===== src/rtl/sscc_pkg.sv =====
// sscc_pkg: shared widths and word types for the swept sphere / cylinder contact block
// no dependencies; imported by the root and quotient cells and by the top level
package sscc_pkg;

    localparam int TIME_FB  = 16;              // fraction bits of a contact time
    localparam int Q_W      = TIME_FB + 2;     // quotient bits, enough to show saturation
    localparam int C_W      = 32;              // coordinate width
    localparam int DIF_W    = C_W + 1;         // coordinate difference
    localparam int MAG_W    = C_W;             // magnitude of a difference
    localparam int PROD_W   = 2 * MAG_W;       // square of a magnitude
    localparam int SUM_W    = PROD_W + 1;      // sum of two squares
    localparam int HALF_W   = (SUM_W + 1) / 2; // low half of a split operand
    localparam int PP_W     = 2 * HALF_W;      // partial product
    localparam int WIDE_W   = 2 * SUM_W;       // full product of two sums
    localparam int LHS_W    = WIDE_W + 1;
    localparam int RAD_W    = LHS_W + (LHS_W % 2);
    localparam int ROOT_W   = RAD_W / 2;
    localparam int REM_W    = ROOT_W + 2;
    localparam int N_W      = ROOT_W;          // dividend magnitude
    localparam int D_W      = SUM_W;           // divisor
    localparam int DIV_W    = N_W + TIME_FB;   // dividend after scaling
    localparam int VN_W     = C_W + 3;         // vertical slab numerator, signed
    localparam int VM_W     = VN_W - 1;
    localparam int OUT_T_W  = 17;

    typedef struct packed {
        logic signed [C_W-1:0] start_x;
        logic signed [C_W-1:0] start_y;
        logic signed [C_W-1:0] start_z;
        logic signed [C_W-1:0] end_x;
        logic signed [C_W-1:0] end_y;
        logic signed [C_W-1:0] end_z;
        logic signed [C_W-1:0] sphere_radius;
        logic signed [C_W-1:0] base_x;
        logic signed [C_W-1:0] base_y;
        logic signed [C_W-1:0] base_z;
        logic signed [C_W-1:0] cylinder_radius;
        logic signed [C_W-1:0] cylinder_height;
    } t_in_word;

    typedef struct packed {
        logic               hit;
        logic [OUT_T_W-1:0] enter_time;
    } t_out_word;

endpackage


===== src/rtl/sscc_sqrt_cell.sv =====
// sscc_sqrt_cell: one digit step of the integer square root, one root bit per cell
// depends on sscc_pkg
module sscc_sqrt_cell (
    input  logic                        i_clk,
    input  logic                        i_en,
    input  logic [sscc_pkg::RAD_W-1:0]  i_rad,
    input  logic [sscc_pkg::REM_W-1:0]  i_rem,
    input  logic [sscc_pkg::ROOT_W-1:0] i_root,
    output logic [sscc_pkg::RAD_W-1:0]  o_rad,
    output logic [sscc_pkg::REM_W-1:0]  o_rem,
    output logic [sscc_pkg::ROOT_W-1:0] o_root
);
    import sscc_pkg::*;

    logic [RAD_W-1:0]  r_rad;
    logic [REM_W-1:0]  r_rem;
    logic [ROOT_W-1:0] r_root;
    logic [REM_W+1:0]  n_cur;
    logic [REM_W+1:0]  n_trial;
    logic              n_ge;
    logic [RAD_W-1:0]  n_rad;
    logic [REM_W-1:0]  n_rem;
    logic [ROOT_W-1:0] n_root;

    always_comb begin
        // bring down the next two radicand bits, try root*4+1
        n_cur   = {i_rem, i_rad[RAD_W-1 -: 2]};
        n_trial = (REM_W + 2)'({i_root, 2'b01});
        n_ge    = n_cur >= n_trial;
        n_rem   = n_ge ? REM_W'(n_cur - n_trial) : REM_W'(n_cur);
        n_root  = {i_root[ROOT_W-2:0], n_ge};
        n_rad   = {i_rad[RAD_W-3:0], 2'b00};
    end

    always_ff @(posedge i_clk) begin
        if (i_en) begin
            r_rad  <= n_rad;
            r_rem  <= n_rem;
            r_root <= n_root;
        end
    end

    assign o_rad  = r_rad;
    assign o_rem  = r_rem;
    assign o_root = r_root;

endmodule


===== config.mk =====
export PLATFORM = sky130hd
export DESIGN_NAME = sscc_sqrt_cell
export DESIGN_NICKNAME = d
export VERILOG_FILES = /design/src/rtl/sscc_pkg.sv /design/src/rtl/sscc_sqrt_cell.sv
export SDC_FILE = /design/constraint.sdc
export NUM_CORES = 1
export LEC_CHECK = 0
export ABC_AREA = 1
export BUFFER_PORTS_ARGS = -buffer_cell sky130_fd_sc_hd__buf_4
export CAP_MARGIN = 20
export CORE_MARGIN = 2
export CORE_UTILIZATION = 35
export CTS_BUF_LIST = sky130_fd_sc_hd__clkbuf_4
export DETAILED_ROUTE_END_ITERATION = 8
export GPL_ROUTABILITY_DRIVEN = 1
export PLACE_DENSITY = 0.58
export SLEW_MARGIN = 20
export SYNTH_ARGS = -nofsm -noshare
export SYNTH_HDL_FRONTEND = slang
export SYNTH_SLANG_ARGS = --single-unit

===== constraint.sdc =====
create_clock -name i_clk -period 1.92 [get_ports i_clk]
set_input_delay 0.096 -clock i_clk [delete_from_list [all_inputs] [get_ports i_clk]]
set_output_delay 0.096 -clock i_clk [all_outputs]
set_load 0.1 [all_outputs]

==> impl_metrics.yaml <==
synthesis:
  synthXorXnorAreaFrac_pct: 2.05
  ys_warn_count: 0
  syn_area_per_cell_um2: 8.38
  synth-compound-area-share_pct: 4.19
  syn_inst: 1781
  synth_mux_area_share_pct: 0
  yosysUniqueCellTypes: 31
  synth-seq-area-share_pct: 53.1
  yosys.area_share.simple_pct: 25.7
  synthesis.area_um2: 14900
  synth_fa_ha_area_share_pct: 5.70
  synth_top_family_by_area: "simple AND/OR/NAND/NOR gates"
  ys_ff_latch: 264
floorplan:
  core-area_um2: 42000
  dieArea_um2: 44300
  num_io_pins: 534
  dieHeight_um: 211
  start_util_pct: 35.5
  rows: 75
  die_width_um: 211
critical_path:
  cpMostUsedCell: "nand2_1"
  setup.worst_path.start_class: "primary input"
  required_ps: 2490
  path_delay_family: "buffers and inverters"
  crit_type: "in -> reg"
  cp.buffers_inverters: 5
  crit_slowest_cell: "dlygate4sd3_1"
  worstPathArrival_ps: 2480
  crit_path_end_kind: "flop"
  worstPathMaxFanout: 14
  cp_slowest_stage_delay_ps: 550
  path_cells: "dlygate4sd3_1, buf_4, ha_4, nand2_4, nor2_2, nand2_1, clkinv_1, nand2_1, nor2_2, nand3_1, nand3_2, nor2_2, nand2_4, inv_6, clkbuf_16, nand2_1, nand2_1"
global_route:
  grt_pass1_vias: 18057
  grtUsageTotal_pct: 33.2
  grt_pass1_wl_mm: 109
  grt_max_degree: 49
  antenna_found_initial: 7
  grt_overflow: 0
clocking:
  clk_pin_slew_worst_paths_ps: 60
  cts_tree: "yes"
  cts_max_level: 3
  numCtsBuffers: 76
  cts.path.max_buffers: 3
  post_cts_buffers: 0
  clock-sinks: 264
  clockRootBuffer: "clkbuf_4"
layout:
  layout_commonest_cell: "buf_4"
  regArea_um2: 7930
  synthToLayoutAreaGrowth_pct: 86.6
  finalNetCount: 3466
  fillers: 3417
  drive_gt1_share_pct: 34.7
  multi_input_area_um2: 6140
  fin_cells: 3729
  layout_common_cells: "853 x buf_4, 648 x nand2_1, 415 x dlygate4sd3_1"
pwr:
  internal_power_mw: 12.8
  ir_drop_mv: 0.608
  p_seq_share_pct: 31.9
  switching_share_pct: 43.7
  clockPowerShare_pct: 25.0
  p_per_area_nw_per_um2: 818
  p_switching_mw: 9.97
  leakage_nw: 13.9
  combPwrFrac_pct: 43.1
placement:
  hpwl_mm: 54.1
  dp.cells: 3175
  routabilityCongestion: 0.940
  io_buffers: 531
  pre_cts_slack_ps: -933
worst_hold_path:
  min_from: "i_root[51]"
  min_to: "o_root[52]$_DFFE_PP_"
  min_path_cells: 1
  hp-class: "in -> reg"
drt:
  antenna_left: 0
  wl_met2_mm: 36.0
  drc: 0
  firstDrtPassIters: 6
  dr_total_vias: 17500
  wl_met3_mm: 5.27
  wl_per_cell_um: 20.6
  first_iter_violations: 1175
  wl_met1_mm: 31.5
  highest_layer: "met5"
  via_per_inst: 4.69
  wl_mm: 76.8
timing:
  fin_crit_sh_pct: 99.5
  drv_slew: 0
  worstMarginPinSlew_ps: 586
  final-hold-violation-count: 44
  fin_ws_ps: 8.79
  rsz0062_at_grt: "true"
  setup_viol: 0
  holdWs_ps: -585
  clock.fmax_ghz: 0.523
  min_period_ps: 1910
  maxSlewHeadroom_pct: 60.5
flow_run:
  max_cap_violations: 0
run_status:
  status: "complete, but fails checks"
  violations: "hold timing"
logic make-up (layout without fill, tap and decap cells):
logic type | after synthesis | after routing
simple gates | 943 | 943
other cells | 1 | 6
compound gates | 118 | 118
flops | 264 | 264
buf+inv | 352 | 1756
fa+ha+maj | 68 | 68
xor+xnor | 35 | 35
cell usage after synthesis, drive strengths merged:
cell type / n / area (um^2)
nor3: 8 / 56.3
ha: 68 / 851
conb: 1 / 3.75
inv: 334 / 1250
buf: 16 / 110
nand2: 685 / 2590
nor4: 8 / 50.1
nand3: 77 / 395
o21ai: 30 / 150
nand4: 11 / 68.8
clkinv: 2 / 7.51
edfxtp: 264 / 7930
o21bai: 11 / 82.6
a21oi: 76 / 384
and2: 1 / 6.26
a2111oi: 1 / 8.76
nor2: 138 / 561
nand3b: 15 / 113
xnor2: 3 / 26.3
xor2: 32 / 280
metal layers:
metal  GRT usage, %  vias to the layer above
met1           40.5                     8182
li1               -                     8393
met4           15.9                        8
met5              0                        -
met3           7.52                      180
met2           55.6                      737
worst max path at each step:
stage          cells after the start                   to  slack [ps]  startpoint
4_1_cts                           18  o_rem[48]$_DFFE_PP_           4  i_root[12]
3_5_place_dp                      16  o_rem[48]$_DFFE_PP_        -930   i_root[5]
5_1_grt                           16  o_rem[45]$_DFFE_PP_         -30  i_root[12]
6_report                          17  o_rem[19]$_DFFE_PP_           9   i_rem[35]
3_3_place_gp                      15  o_rem[48]$_DFFE_PP_        -970    i_rem[5]
2_1_floorplan                     17  o_rem[10]$_DFFE_PP_         0.3  i_root[47]
registers in the layout, indices dropped and copies added, names as in the netlist:
name and flops:
o_root 66, o_rem 68, o_rad 130
power groups by stage:
stage | Combinational [mW] | Clock (mW) | Sequential, mW
finish | 9.83 | 5.70 | 7.28
global route | 10.3 | 6.06 | 7.31
CTS | 9.54 | 5.61 | 7.24
detailed placement | 8.90 | 0 | 7.35
global placement | 8.87 | 0 | 7.35
floorplan | 1.71 | 0 | 11.4
area by class of cell:
class                      instances  area share, %
inverter                         336           4.55
tap                              539           2.42
multi-input combinational       1166           22.0
clock inverter                    27          0.543
timing repair buffer            1286           39.1
sequential                       264           28.5
clock buffer                     107           2.88
antenna                            4         0.0359
metrics by stage:
| step | TNS (ps) | power [mW] | area, um^2 | util (%) |
|---|---|---|---|---|
| final | 0 | 22.8 | 27900 | 66.3 |
| after global routing | -216 | 23.6 | 27900 | 66.3 |
| after floorplan | 0 | 13.1 | 15200 | - |
| after detailed placement | -44950 | 16.2 | 22400 | 53.4 |
| after global placement | -46810 | 16.2 | 22400 | 53.4 |
| after CTS | 0 | 22.4 | 27100 | 64.4 |
repair_timing:
action | CTS | global route
cloned | 0 | 1
endpoints found under the hold margin | 527 | 74
hold buffers | 368 | 49
endpoints found under the setup margin | 1 | 69
resized for setup | 1 | 74
pin swaps | 0 | 15
Power figures use the tool's default switching activity.
